[src/rtl/tpat_pkg.sv]
// Package for the triac phase-angle trigger unit.
// Holds field widths, item codes, register indexes, reset values and payload types.
// No dependencies; every other file of the block imports it.
package tpat_pkg;

  // Field widths of the transaction payloads and state.
  localparam int FIELD_W   = 12;
  localparam int ELAPSED_W = 13;
  localparam int REQ_W     = 16;
  localparam int MODE_W    = 2;

  // Default width of the delay down-counter.
  localparam int DEF_COUNT_WIDTH = 12;

  // Elapsed time saturates at the top of its range.
  localparam logic [ELAPSED_W-1:0] ELAPSED_MAX = {ELAPSED_W{1'b1}};

  // Item codes carried in the mode field.
  localparam logic [MODE_W-1:0] MODE_TICK     = 2'd0;
  localparam logic [MODE_W-1:0] MODE_EDGE     = 2'd1;
  localparam logic [MODE_W-1:0] MODE_DURATION = 2'd2;

  // Configuration register indexes.
  localparam int CFG_IDX_W = 1;
  localparam logic [CFG_IDX_W-1:0] REG_MAX_DELAY  = 1'd0;
  localparam logic [CFG_IDX_W-1:0] REG_REPEAT_GAP = 1'd1;

  // Register reset values.
  localparam logic [FIELD_W-1:0] MAX_DELAY_RST  = 12'd864;
  localparam logic [FIELD_W-1:0] REPEAT_GAP_RST = 12'd20;

  // One input item.
  typedef struct packed {
    logic [MODE_W-1:0]       mode;
    logic                    line_level;
    logic signed [REQ_W-1:0] duration_request;
  } item_t;

  // One result item.
  typedef struct packed {
    logic               fire;
    logic               running;
    logic [FIELD_W-1:0] fire_duration;
  } result_t;

  // Configuration values handed to the datapath.
  typedef struct packed {
    logic [FIELD_W-1:0] max_delay;
    logic [FIELD_W-1:0] repeat_gap;
  } cfg_t;

endpackage

[src/rtl/tpat_if.sv]
// Valid/ready channel interfaces for the triac phase-angle trigger unit.
// Depends on tpat_pkg for field widths.
interface tpat_in_if import tpat_pkg::*; ();
  logic                    valid;
  logic                    ready;
  logic [MODE_W-1:0]       mode;
  logic                    line_level;
  logic signed [REQ_W-1:0] duration_request;

  modport source (output valid, output mode, output line_level,
                  output duration_request, input ready);
  modport sink (input valid, input mode, input line_level,
                input duration_request, output ready);
endinterface

interface tpat_out_if import tpat_pkg::*; ();
  logic               valid;
  logic               ready;
  logic               fire;
  logic               running;
  logic [FIELD_W-1:0] fire_duration;

  modport source (output valid, output fire, output running,
                  output fire_duration, input ready);
  modport sink (input valid, input fire, input running,
                input fire_duration, output ready);
endinterface

[src/rtl/tpat_core.sv]
// Firing state and next-state logic of the triac phase-angle trigger unit.
// Processes one registered item per commit; depends on tpat_pkg.
module tpat_core import tpat_pkg::*; #(
  parameter int COUNT_WIDTH = DEF_COUNT_WIDTH
) (
  input  logic    clk,
  input  logic    rst_n,
  input  logic    commit,
  input  item_t   item,
  input  cfg_t    cfg,
  output result_t result
);

  localparam int COUNT_MAX_I = (1 << COUNT_WIDTH) - 1;

  logic                   running_r, running_nxt;
  logic [COUNT_WIDTH-1:0] remaining_r, remaining_nxt;
  logic [ELAPSED_W-1:0]   elapsed_r, elapsed_nxt;
  logic [FIELD_W-1:0]     held_r, held_nxt;

  logic signed [FIELD_W+1:0] start_delay;
  logic signed [FIELD_W+1:0] gap_delay;
  logic [FIELD_W-1:0]        start_arm;
  logic [FIELD_W-1:0]        gap_arm;
  logic [COUNT_WIDTH-1:0]    remaining_dec;
  logic [ELAPSED_W:0]        elapsed_gap_sum;
  logic signed [REQ_W:0]     req_ext;
  logic signed [REQ_W:0]     maxd_ext;
  logic                      fire;

  // Clamp an armed delay to at least one tick and at most the counter's range.
  function automatic logic [FIELD_W-1:0] clamp_delay(input logic signed [FIELD_W+1:0] d);
    logic [FIELD_W-1:0] res;
    if (d < 1) begin
      res = FIELD_W'(1);
    end else if (d > COUNT_MAX_I) begin
      res = FIELD_W'(COUNT_MAX_I);
    end else begin
      res = FIELD_W'(d);
    end
    return res;
  endfunction

  // Candidate delays for a half-cycle start and for a repeat pulse.
  assign start_delay = $signed({2'b00, cfg.max_delay}) - $signed({2'b00, held_r});
  assign gap_delay   = $signed({2'b00, cfg.repeat_gap});
  assign start_arm   = clamp_delay(start_delay);
  assign gap_arm     = clamp_delay(gap_delay);

  assign remaining_dec   = (remaining_r != '0) ? remaining_r - 1'b1 : remaining_r;
  assign elapsed_gap_sum = {1'b0, elapsed_r} + (ELAPSED_W + 1)'(gap_arm);
  assign req_ext         = {item.duration_request[REQ_W-1], item.duration_request};
  assign maxd_ext        = $signed({(REQ_W - FIELD_W + 1)'(0), cfg.max_delay});

  // Next state for the item in hand.
  always_comb begin
    running_nxt   = running_r;
    remaining_nxt = remaining_r;
    elapsed_nxt   = elapsed_r;
    held_nxt      = held_r;
    fire          = 1'b0;
    case (item.mode)
      MODE_TICK: begin
        if (running_r) begin
          remaining_nxt = remaining_dec;
          if (remaining_dec == '0) begin
            fire = 1'b1;
            if (elapsed_r >= {1'b0, cfg.max_delay}) begin
              running_nxt = 1'b0;
            end else begin
              remaining_nxt = COUNT_WIDTH'(gap_arm);
              elapsed_nxt   = (elapsed_gap_sum > {1'b0, ELAPSED_MAX}) ?
                              ELAPSED_MAX : elapsed_gap_sum[ELAPSED_W-1:0];
              running_nxt   = 1'b1;
            end
          end
        end
      end
      MODE_EDGE: begin
        if (item.line_level) begin
          running_nxt = 1'b0;
        end else begin
          // Elapsed restarts at zero, so it takes the armed delay directly.
          elapsed_nxt = '0;
          if (held_r != '0) begin
            remaining_nxt = COUNT_WIDTH'(start_arm);
            elapsed_nxt   = ELAPSED_W'(start_arm);
            running_nxt   = 1'b1;
          end
        end
      end
      MODE_DURATION: begin
        if (req_ext < maxd_ext) begin
          held_nxt = (req_ext > 0) ? item.duration_request[FIELD_W-1:0] : '0;
        end else begin
          held_nxt = cfg.max_delay;
        end
      end
      default: begin
      end
    endcase
  end

  // State registers, updated once per committed item.
  always_ff @(posedge clk) begin
    if (!rst_n) begin
      running_r   <= 1'b0;
      remaining_r <= '0;
      elapsed_r   <= '0;
      held_r      <= '0;
    end else if (commit) begin
      running_r   <= running_nxt;
      remaining_r <= remaining_nxt;
      elapsed_r   <= elapsed_nxt;
      held_r      <= held_nxt;
    end
  end

  assign result.fire          = fire;
  assign result.running       = running_nxt;
  assign result.fire_duration = held_nxt;

endmodule

[src/rtl/triac_phase_angle_trigger_unit.sv]
// Top level of the triac phase-angle trigger unit: channels, registers, pipeline.
// Depends on tpat_pkg, tpat_if and tpat_core.
//
// Phase-angle triac firing controller. Each input transaction is a timer tick,
// a zero-cross edge or a new fire duration, and each gives exactly one result
// transaction (fire strobe, running flag, held duration). An item is taken
// into an input register, processed against the firing state, and its result
// lands in an output register; a new item is accepted every cycle while the
// output side keeps up. The output register stalls the pipeline only when a
// result waits untaken. Configuration must be written by the user with
// cfg_we, cfg_index and cfg_wdata only while no item is in flight; the
// block itself does not enforce this.
module triac_phase_angle_trigger_unit import tpat_pkg::*; #(
  parameter int COUNT_WIDTH = DEF_COUNT_WIDTH
) (
  input  logic                 clk,
  input  logic                 rst_n,
  tpat_in_if.sink              in_ch,
  tpat_out_if.source           out_ch,
  input  logic                 cfg_we,
  input  logic [CFG_IDX_W-1:0] cfg_index,
  input  logic [FIELD_W-1:0]   cfg_wdata
);

  logic [FIELD_W-1:0] max_delay_r;
  logic [FIELD_W-1:0] repeat_gap_r;
  logic               s1_valid_r;
  item_t              s1_item_r;
  logic               out_valid_r;
  result_t            out_res_r;
  logic               out_load;
  logic               commit;
  cfg_t               cfg;
  result_t            core_res;

  // Configuration registers.
  always_ff @(posedge clk) begin
    if (!rst_n) begin
      max_delay_r  <= MAX_DELAY_RST;
      repeat_gap_r <= REPEAT_GAP_RST;
    end else if (cfg_we) begin
      case (cfg_index)
        REG_MAX_DELAY:  max_delay_r  <= cfg_wdata;
        REG_REPEAT_GAP: repeat_gap_r <= cfg_wdata;
        default: begin
        end
      endcase
    end
  end

  assign cfg.max_delay  = max_delay_r;
  assign cfg.repeat_gap = repeat_gap_r;

  // Handshake: the output register loads when empty or being drained.
  assign out_load    = !out_valid_r || out_ch.ready;
  assign commit      = s1_valid_r && out_load;
  assign in_ch.ready = !s1_valid_r || out_load;

  // Input register.
  always_ff @(posedge clk) begin
    if (!rst_n) begin
      s1_valid_r <= 1'b0;
    end else if (in_ch.ready) begin
      s1_valid_r <= in_ch.valid;
    end
  end

  always_ff @(posedge clk) begin
    if (in_ch.ready && in_ch.valid) begin
      s1_item_r.mode             <= in_ch.mode;
      s1_item_r.line_level       <= in_ch.line_level;
      s1_item_r.duration_request <= in_ch.duration_request;
    end
  end

  tpat_core #(
    .COUNT_WIDTH(COUNT_WIDTH)
  ) u_core (
    .clk    (clk),
    .rst_n  (rst_n),
    .commit (commit),
    .item   (s1_item_r),
    .cfg    (cfg),
    .result (core_res)
  );

  // Output register.
  always_ff @(posedge clk) begin
    if (!rst_n) begin
      out_valid_r <= 1'b0;
    end else if (out_load) begin
      out_valid_r <= s1_valid_r;
    end
  end

  always_ff @(posedge clk) begin
    if (commit) begin
      out_res_r <= core_res;
    end
  end

  assign out_ch.valid         = out_valid_r;
  assign out_ch.fire          = out_res_r.fire;
  assign out_ch.running       = out_res_r.running;
  assign out_ch.fire_duration = out_res_r.fire_duration;

endmodule

[src/flat_wrapper.sv]
// flat-port wrapper written by rule: the top's interface ports become plain ports
module triac_phase_angle_trigger_unit_flat import tpat_pkg::*;
#(
  parameter int COUNT_WIDTH = DEF_COUNT_WIDTH
)
  (clk, rst_n, cfg_we, cfg_index, cfg_wdata, in_ch_valid, in_ch_mode, in_ch_line_level, in_ch_duration_request, in_ch_ready, out_ch_valid, out_ch_fire, out_ch_running, out_ch_fire_duration, out_ch_ready);
  tpat_in_if in_ch_i ();
  tpat_out_if out_ch_i ();
  input  logic clk;
  input  logic rst_n;
  input  logic cfg_we;
  input  logic [CFG_IDX_W-1:0] cfg_index;
  input  logic [FIELD_W-1:0] cfg_wdata;
  input wire logic [$bits(in_ch_i.valid)-1:0] in_ch_valid;
  input wire logic [$bits(in_ch_i.mode)-1:0] in_ch_mode;
  input wire logic [$bits(in_ch_i.line_level)-1:0] in_ch_line_level;
  input wire logic [$bits(in_ch_i.duration_request)-1:0] in_ch_duration_request;
  output wire logic [$bits(in_ch_i.ready)-1:0] in_ch_ready;
  output wire logic [$bits(out_ch_i.valid)-1:0] out_ch_valid;
  output wire logic [$bits(out_ch_i.fire)-1:0] out_ch_fire;
  output wire logic [$bits(out_ch_i.running)-1:0] out_ch_running;
  output wire logic [$bits(out_ch_i.fire_duration)-1:0] out_ch_fire_duration;
  input wire logic [$bits(out_ch_i.ready)-1:0] out_ch_ready;
  assign in_ch_i.valid = in_ch_valid;
  assign in_ch_i.mode = in_ch_mode;
  assign in_ch_i.line_level = in_ch_line_level;
  assign in_ch_i.duration_request = in_ch_duration_request;
  assign in_ch_ready = in_ch_i.ready;
  assign out_ch_valid = out_ch_i.valid;
  assign out_ch_fire = out_ch_i.fire;
  assign out_ch_running = out_ch_i.running;
  assign out_ch_fire_duration = out_ch_i.fire_duration;
  assign out_ch_i.ready = out_ch_ready;
  triac_phase_angle_trigger_unit #(.COUNT_WIDTH(COUNT_WIDTH)) u_core (.clk(clk), .rst_n(rst_n), .in_ch(in_ch_i), .out_ch(out_ch_i), .cfg_we(cfg_we), .cfg_index(cfg_index), .cfg_wdata(cfg_wdata));
endmodule
[config.mk]
export PLATFORM = sky130hd
export DESIGN_NAME = triac_phase_angle_trigger_unit_flat
export DESIGN_NICKNAME = d
export VERILOG_FILES = /design/src/rtl/tpat_pkg.sv /design/src/rtl/tpat_if.sv /design/src/rtl/tpat_core.sv /design/src/rtl/triac_phase_angle_trigger_unit.sv /design/src/flat_wrapper.sv
export SDC_FILE = /design/constraint.sdc
export NUM_CORES = 1
export LEC_CHECK = 0
export BUFFER_PORTS_ARGS = -buffer_cell sky130_fd_sc_hd__buf_4
export CORE_MARGIN = 3
export CORE_UTILIZATION = 49
export DETAILED_ROUTE_END_ITERATION = 8
export PLACE_DENSITY = 0.81
export SKIP_CTS_REPAIR_TIMING = 1
export SLEW_MARGIN = 20
export SYNTH_ARGS = -nofsm -noshare
export SYNTH_HDL_FRONTEND = slang
export SYNTH_HIERARCHICAL = 1
export SYNTH_SLANG_ARGS = --single-unit
[constraint.sdc]
create_clock -name clk -period 3.22 [get_ports clk]
set_clock_uncertainty 0.05 [all_clocks]
set_input_delay 0.322 -clock clk [delete_from_list [all_inputs] [get_ports clk]]
set_output_delay 0.322 -clock clk [all_outputs]
set_load 0.005 [all_outputs]
; Word level (Yosys, flattened, before mapping)
; Cells that the tools add are included.
[word_totals]
out_inout_bits = 16
register_bits = 97
[classes]
magnitude_cmp = 8
n_eq_ne = 7
addsub = 3
bitwise = 1
n_reduce_logical = 16
muxes = 28
[op_table]
columns = cell, count
row1 = $mux 12, 14
row2 = $mux 13, 5
row3 = $pmux 13 s2, 1
row4 = $pmux 12 s2, 1
row5 = $reduce_bool 12->1, 2
row6 = $gt 16x1->1 const B, 1
row7 = $lt 16x13->1, 1
row8 = $add 13x12->14, 1
row9 = $gt 14x13->1 const B, 1
row10 = $ge 13x12->1, 1
row11 = $gt 13x13->1 const B, 1
row12 = $lt 13x2->1 const B, 1
row13 = $sub 12x12->13, 1
row14 = $gt 12x12->1 const B, 1
row15 = $logic_not 12->1, 1
row16 = $lt 12x1->1 const B, 1
row17 = $sub 12x1->12 const B, 1
row18 = $ne 2x2->1 const B, 5
row19 = $mux 1, 6
row20 = $reduce_and 2->1, 3
row21 = $reduce_and 6->1, 1
row22 = $reduce_and 5->1, 1
row23 = $eq 2x1->1 const B, 1
row24 = $eq 2x2->1 const B, 1
row25 = other kinds (7), 10

; Longest topological paths before layout
; Gate-level depths: netlist (run 1).
[depth]
depth_word = 10
depth_mapped = 12
depth_no_buf = 12

; By module
; Netlist (run 1), hierarchy kept.
[by_module_without_submodules]
columns = module, cells_each, instances, area_per_inst_um2, seq_area_each_um2
row1 = tpat_core, 557, 1, 4224.1, 760.7
row2 = triac_phase_angle_trigger_unit, 142, 1, 2028.2, 1511.4

; Worst setup path before layout (run 1)
; Ideal clock, no wire load.
[synth_path]
kind = register -> register
start = register u_core.out_valid_r, in the netlist u_core/out_ch.valid
end = register u_core.u_core.elapsed_r[9]
setup_time_ns = 0.122
synth_period_minus_slack_ns = 3.415
path_stages_with_launch = 9
t_required_ns = 3.048
arrival_time_ns = 3.243
setup_slack_ns = -0.195
path_cell_list = dfxtp_1 -> nor2b_1 -> nor2b_1 -> inv_1 -> a2111oi_0 -> nand2_1 -> nand2_1 -> a31oi_4 -> a221o_1
[synth_between]
elab_chain_len = 4
[synth_lines]
columns = item, line
row1 = start: declaration, triac_phase_angle_trigger_unit.sv:29  ; logic out_valid_r;
row2 = start signal: assignment, triac_phase_angle_trigger_unit.sv:92  ; out_valid_r <= s1_valid_r;
row3 = $logic_not 1->1, triac_phase_angle_trigger_unit.sv:55  ; assign out_load = !out_valid_r || out_ch.ready;
row4 = $logic_or 1x1->1, triac_phase_angle_trigger_unit.sv:55
row5 = $logic_and 1x1->1, triac_phase_angle_trigger_unit.sv:56  ; assign commit = s1_valid_r && out_load;
row6 = named net u_core.commit, triac_phase_angle_trigger_unit.sv:32  ; logic commit;
row7 = $reduce_and 6->1 (no line), --
row8 = end signal: assignment, tpat_core.sv:114  ; elapsed_r <= elapsed_nxt;
row9 = end: declaration, tpat_core.sv:18  ; logic [ELAPSED_W-1:0] elapsed_r, elapsed_nxt;
; The timed path passes the listed nets, and every way through them passes these cells.
; A chain may end at the register's enable or synchronous reset.

; Worst setup path after layout (run 1)
[layout_path]
start = register u_core.u_core.held_r[0]
end = register u_core.u_core.elapsed_r[2]
[layout_between]
elab_chain_len = 7
elab_cells_between_ends = 9
[layout_lines]
columns = item, line
row1 = start: declaration, tpat_core.sv:19  ; logic [FIELD_W-1:0] held_r, held_nxt;
row2 = start signal: assignment, tpat_core.sv:115  ; held_r <= held_nxt;
row3 = $sub 12x12->13, tpat_core.sv:45  ; assign start_delay = $signed({2'b00, cfg.max_delay}) - $signed({2'b00, held_r});
row4 = $gt 13x13->1, tpat_core.sv:36  ; end else if (d > COUNT_MAX_I) begin
row5 = $mux 12, tpat_core.sv:36
row6 = $mux 12, tpat_core.sv:34  ; if (d < 1) begin
row7 = $mux 12 *, tpat_core.sv:85  ; if (held_r != '0) begin
row8 = $mux 13 *, tpat_core.sv:80  ; if (item.line_level) begin
row9 = $pmux 13 s2 *, tpat_core.sv:62  ; case (item.mode)
; Mark *: on every way between the ends. The rest lies on a longest branch, timed or not. The select of a mux whose other input is x is not followed.

==> impl_metrics.toml, run 1 <==
[drt]
drtPass1Iterations = 6
drc = 0
avgViaCountPerCell = 6.27
vias = 5760
wl_per_cell_um = 19.8
drt_iter0_drc = 667
routed_wl_mm = 18.1
ant_nets = 0

[floorplanning]
die_w_um = 119
io_pins = 53
row_count = 40
coreArea_sq_um = 12300
die_h_um = 119
start_util_pct = 51.0
die_area_sq_um = 14200

[min_path]
whs_endpoint = "u_core/s1_item_r[10]"
hold_path_depth = 1
min-delay-start = "in_ch_duration_request[10]"
hold_class = "in -> reg"

[clock_tree]
clk_latency_ns = 0.35
clk_pin_slew_ns = 0.07
cts_tree = "done"
htreeDepth = 3
cts.root.buffer_cell = "clkbuf_16"
cts_sinks = 97
cts_buffers = 9
cts_max_path_buffers = 2

[finish]
insertedDiodeCount = 0
final_common_cell = "buf_4"
fin_nets = 832
drive_above_1_share_pct = 15.1
syn_to_final_growth_pct = 14.7
fin_cells = 918
final_cell_mix = "76 x buf_4, 62 x dfxtp_1, 59 x nand2_1"

[worst_setup_path]
crit_path_end_kind = "flip-flop"
rrSetupSlack_ns = 0.10
crit_arrival_ns = 3.31
path_class = "reg -> reg"
reg2reg_depth = 11
start_kind = "flip-flop"
cp_max_fo = 4
worstReg2RegStart = "u_core/u_core/held_r[0]"
critPathRequiredTime_ns = 3.41
r2r-end = "u_core/u_core/elapsed_r[2]"

[yosys]
synth_flop_cell = "dfxtp_1"
synth_cells = 699
synth_seq_area_share_pct = 36.3
synth_area_sq_um = 6250
async_flop_share_pct = 0
synthesis.nets = 786
synth_edf_count = 33
synth.top_cell.area_share_pct = 20.5
synth-seq-cells = 97
avgSynthCellArea_sq_um = 8.94
synth-warning-count = 6
yosys.area.top_type = "dfxtp_1"
ys_types = 67
synth_area_leaders = "dfxtp_1 20%, edfxtp_1 16%, ha_1 9.6%"

[power]
power_switching_mw = 0.909
leakage_nw = 3.02
power.internal_mw = 2.19
pwr_density_cell_nw_per_um2 = 431
pwr-share-seq_pct = 44.4
power.share.switching_pct = 29.4
total_power_mw = 3.09
combPwrFrac_pct = 20.3
clkPwrFrac_pct = 35.3
peakVddDrop_mv = 0.336

[sta]
fin_crit_ns = 3.12
finalCritPeriodShare_pct = 96.9
relSlewSlack_pct = 54.6
finalSetupViolCount = 0
fmax_mhz = 321
tightest_slew_ns = 0.679
hold_viol_final = 0
slew_violations = 0

[placement]
dp_hpwl_mm = 13.9
io_buffer_count = 52
place.gp.congestion = 0.945
dp.cells = 901

[global_routing]
antenna_found_initial = 0
grt_overflow_total = 0
grt_pass1_wl_mm = 28.8
grt_max_degree = 39
grt_use_total_pct = 25.5
grt_pass1_vias = 5415

[flow_run]
drv_cap = 0

[outcome]
status = "finished, final reports clean"
==> sequential cells by signal, summed over array words and instances (netlist names), 12 cells and up <==
register and flops:
u_core/s1_item_r 19, u_core/u_core/elapsed_r 13, u_core/max_delay_r 12, u_core/out_ch.fire_duration 12, u_core/repeat_gap_r 12, u_core/u_core/held_r 12, u_core/u_core/remaining_r 12
==> Yosys cell counts (all sizes together), types with 6 or more instances <==
cell type   n
a31oi       9
nand3      13
nor2b      11
xor2       10
o211ai     11
a21o       14
a211oi     11
and3        7
dfxtp      64
a221oi      6
and2        6
o21a        8
buf        14
a21oi      44
nor4       17
a211o       7
nand2b     10
ha         48
a221o      21
edfxtp     33
nor3       20
nor2       42
nand2      59
clkbuf     27
o21ai      44
nand3b      6
mux2i      22
nand4      10
xnor2      11
inv        50
==> per-layer routing <==
layer | up-vias | GRT usage, % | part of all wire [%]
li1 | 2689 | - | -
met1 | 2732 | 36.4 | 45
met2 | 303 | 39.6 | 45
met3 | 36 | 4.42 | 8.1
met4 | 0 | 7.97 | 2.3
met5 | - | 0 | 0
==> area by class of cell <==
type | count | area (sq um)
Multi-Input combinational cell | 511 | 3630
Clock buffer | 10 | 229
Timing Repair Buffer | 76 | 571
Clock inverter | 6 | 67.6
Inverter | 50 | 188
Fill cell | 1067 | 5090
Sequential cell | 97 | 2270
Tap cell | 168 | 210
==> worst max-delay path: stages, from the launching register on <==
cell and delay [ns]:
dfxtp_2 0.37, ha_1 0.19, inv_1 0.06, fa_1 0.41, a21o_1 0.20, a31o_2 0.26
a21oi_1 0.22, xor2_1 0.26, nand4_1 0.20, nor4_4 0.35, nor2_1 0.13, a221o_1 0.31
==> metrics by stage <==
step | utilization, % | setup TNS [ns] | setup slack, ns | hold slack (ns) | cell area, sq um
4_1_cts | 58.1 | 0 | 0.0608 | 0.0803 | 7120
2_1_floorplan | - | 0 | 0.0665 | 0.371 | 6250
5_1_grt | 58.5 | -0.0172 | -0.0172 | 0.0829 | 7170
6_report | 58.5 | 0 | 0.101 | 0.0895 | 7170
3_3_place_gp | 55.6 | 0 | 0.190 | 0.404 | 6820
3_5_place_dp | 55.6 | 0 | 0.0745 | 0.412 | 6820
==> worst max-delay path by stage <==
stage / slack (ns) / to / start / depth (start not counted)
floorplan: 0.07 / u_core/u_core/elapsed_r[1] / u_core/out_ch.valid / 8
global placement: 0.19 / u_core/u_core/elapsed_r[3] / u_core/u_core/held_r[0] / 11
detailed placement: 0.07 / u_core/u_core/elapsed_r[3] / u_core/u_core/held_r[0] / 11
CTS: 0.06 / u_core/u_core/elapsed_r[2] / u_core/u_core/held_r[0] / 11
global route: -0.02 / u_core/u_core/elapsed_r[1] / u_core/max_delay_r[4] / 10
finish: 0.10 / u_core/u_core/elapsed_r[2] / u_core/u_core/held_r[0] / 11
==> power groups by stage <==
stage | Combinational, mW | Clock (mW) | Sequential (mW)
2_1_floorplan | 0.430 | 0 | 1.38
3_3_place_gp | 0.583 | 0 | 1.40
3_5_place_dp | 0.595 | 0 | 1.40
4_1_cts | 0.599 | 1.10 | 1.37
5_1_grt | 0.685 | 1.15 | 1.38
6_report | 0.629 | 1.09 | 1.37
==> kinds of logic (layout without fill, tap and decap cells) <==
group / Yosys count / in the layout / synth area share, %
muxes: 23 / 23 / 3.76
xor gates and xnor gates: 21 / 21 / 2.94
and+or+nand+nor: 217 / 217 / 18.1
adders and majority gates: 50 / 50 / 10.2
DFF: 97 / 97 / 36.3
AOI/OAI and AO/OA: 200 / 200 / 22.3
buffers and inverters: 91 / 142 / 6.32
Power figures use the tool's default switching activity.
==> inputs of run 2 (changes only) <==
- CELL_PAD_IN_SITES_DETAIL_PLACEMENT: not set -> 1
- CELL_PAD_IN_SITES_GLOBAL_PLACEMENT: not set -> 2
- CORE_UTILIZATION: 49 -> 34
- PLACE_DENSITY: 0.81 -> 0.88
==> run 2 against run 1 <==
Worst hold slack worse by 0.0093 ns. Clock power grew 12%. Critical path depth unchanged. Sequential cell count is the same. Die area rose by 42%. First-iteration DRC count decreased by 36%.
==> impl_metrics.toml, run 2 (synthesis gave the netlist of run 1 again) <==
[finish]
reg_top3 = "u_core/s1_item_r x19, u_core/u_core/elapsed_r x13"
final_cell_mix = "81 x buf_4, 64 x dfxtp_1, 59 x nand2_1"
largest_reg_flops = 19
final_util_pct = 41.5
syn_to_final_growth_pct = 17.1
final_common_cell = "buf_4"
seq_area_sq_um = 2270
fill_cells = 2093
multi_input_area_sq_um = 3630
fin_nets = 837
fin_area_sq_um = 7320
largest-register = "u_core/s1_item_r"
drive_above_1_share_pct = 15.5
insertedDiodeCount = 0

[worst_setup_path]
path_delay_family = "compound AO/OA/AOI/OAI gates"
rrSetupSlack_ns = 0.09
crit_path_end_kind = "flip-flop"
critPathSlowestCell = "fa_1"
worstReg2RegStart = "u_core/u_core/held_r[0]"
cp_num_buf_inv = 1
path_cells = "ha_1 -> inv_1 -> fa_1 -> a21o_1 -> a31o_2 -> a211oi_1 -> nor2_1 -> xor2_1 -> nor4_4 -> nor2_1 -> a221o_1"
reg2reg_depth = 11
cp_slowest_stage_delay_ns = 0.41
crit_end = "u_core/u_core/elapsed_r[3]"
cp_max_fo = 4
critPathRequiredTime_ns = 3.42
crit_arrival_ns = 3.32
path_class = "reg -> reg"
cp_common_cell = "nor2_1"
start_kind = "flip-flop"
critPathLaunch = "u_core/u_core/held_r[0]"
r2r-end = "u_core/u_core/elapsed_r[3]"
cp.depth = 11

[clock_tree]
clk_pin_slew_ns = 0.08
cts_tree = "done"
cts_sinks = 97
cts_max_path_buffers = 2
cts.root.buffer_cell = "clkbuf_16"
htreeDepth = 3
clk_latency_ns = 0.36
cts_buffers = 9

[drt]
drt_iter0_drc = 430
avgViaCountPerCell = 5.84
vias = 5727
wl_per_cell_um = 21.8
drc = 0
ant_nets = 0
routed_wl_mm = 21.3
drtPass1Iterations = 5

[power]
pwr_density_cell_nw_per_um2 = 444
power.internal_mw = 2.28
clkPwrFrac_pct = 37.7
peakVddDrop_mv = 0.242
pwr-share-seq_pct = 42.3
power.share.switching_pct = 29.7
total_power_mw = 3.25
combPwrFrac_pct = 20.1
leakage_nw = 3.07
power_switching_mw = 0.966

[sta]
tightest_slew_ns = 0.734
fin_crit_ns = 3.13
hold_viol_final = 0
slew_violations = 0
fmax_mhz = 320
relSlewSlack_pct = 50.9
finalCritPeriodShare_pct = 97.1
hold_ws_ns = 0.0802
setup_ws_ns = 0.0928
finalSetupViolCount = 0

[floorplanning]
die_area_sq_um = 20100
io_pins = 53
die_w_um = 142
coreArea_sq_um = 17700
start_util_pct = 35.4
die_h_um = 142
row_count = 48

[global_routing]
antenna_found_initial = 0
grt_use_total_pct = 21.6
grt_overflow_total = 0
grt_pass1_wl_mm = 34.0
grt_max_degree = 33
grt_pass1_vias = 6126

[placement]
io_buffer_count = 52
placed_area_sq_um = 6940
place.gp.congestion = 0.906
dp_hpwl_mm = 16.7
dp_slack_ns = 0.0545

[flow_run]
drv_cap = 0

[min_path]
hold_class = "in -> reg"

[outcome]
status = "finished, final reports clean"
==> run 2: cell types whose count changed in the layout (fill, tap and decap cells not counted), sizes merged <==
cell,previous run,this run
buf,76,81
bufinv,1,2
clkbuf,10,9
clkinvlp,2,1
inv,51,52
==> run 2: layout make-up <==
cell class                 instances  share of cell area (%)
timing repair buffer              81                    8.31
multi-input combinational        511                    49.6
inverter                          50                    2.56
clock buffer                       9                    3.08
tap                              225                    3.85
sequential                        97                    31.0
clock inverter                     7                    1.54
==> run 2: worst min path at each step <==
stage                         startpoint  slack, ns  cells after the start                endpoint
6_report       in_ch_duration_request[4]       0.08                      1     u_core/s1_item_r[4]
5_1_grt        in_ch_duration_request[3]       0.06                      1     u_core/s1_item_r[3]
4_1_cts        in_ch_duration_request[4]       0.07                      1     u_core/s1_item_r[4]
3_5_place_dp      u_core/repeat_gap_r[0]       0.42                      2  u_core/repeat_gap_r[0]
3_3_place_gp      u_core/repeat_gap_r[0]       0.41                      2  u_core/repeat_gap_r[0]
2_1_floorplan  in_ch_duration_request[0]       0.37                      0     u_core/s1_item_r[0]
==> run 2: power by group through the flow <==
stage               registers [mW]  logic [mW]  clock network, mW
finish                        1.37       0.651               1.22
floorplan                     1.38       0.430                  0
CTS                           1.37       0.635               1.25
global placement              1.40       0.606                  0
global route                  1.38       0.710               1.30
detailed placement            1.40       0.629                  0
==> run 2: through the flow <==
stage          setup TNS (ns)  cells
6_report                    0    980
5_1_grt                -0.156    980
4_1_cts                     0    980
3_5_place_dp                0    964
3_3_place_gp                0    964
2_1_floorplan               0    699
==> run 2: per-layer routing <==
layer	GRT usage (%)	part of all wire, %
met5	0	0
met4	6.31	1.4
met3	3.34	4.8
met2	36.0	49
met1	29.0	45
==> run 2: worst reg2reg max path, delay by kind of cell, from the launching register on <==
kind                       cells  cell delay, ns
AOI/OAI and AO/OA              4            1.12
and+or+nand+nor                3            0.62
adders and majority gates      2            0.60
DFF                            1            0.38
xor gates and xnor gates       1            0.19
buffers and inverters          1            0.05
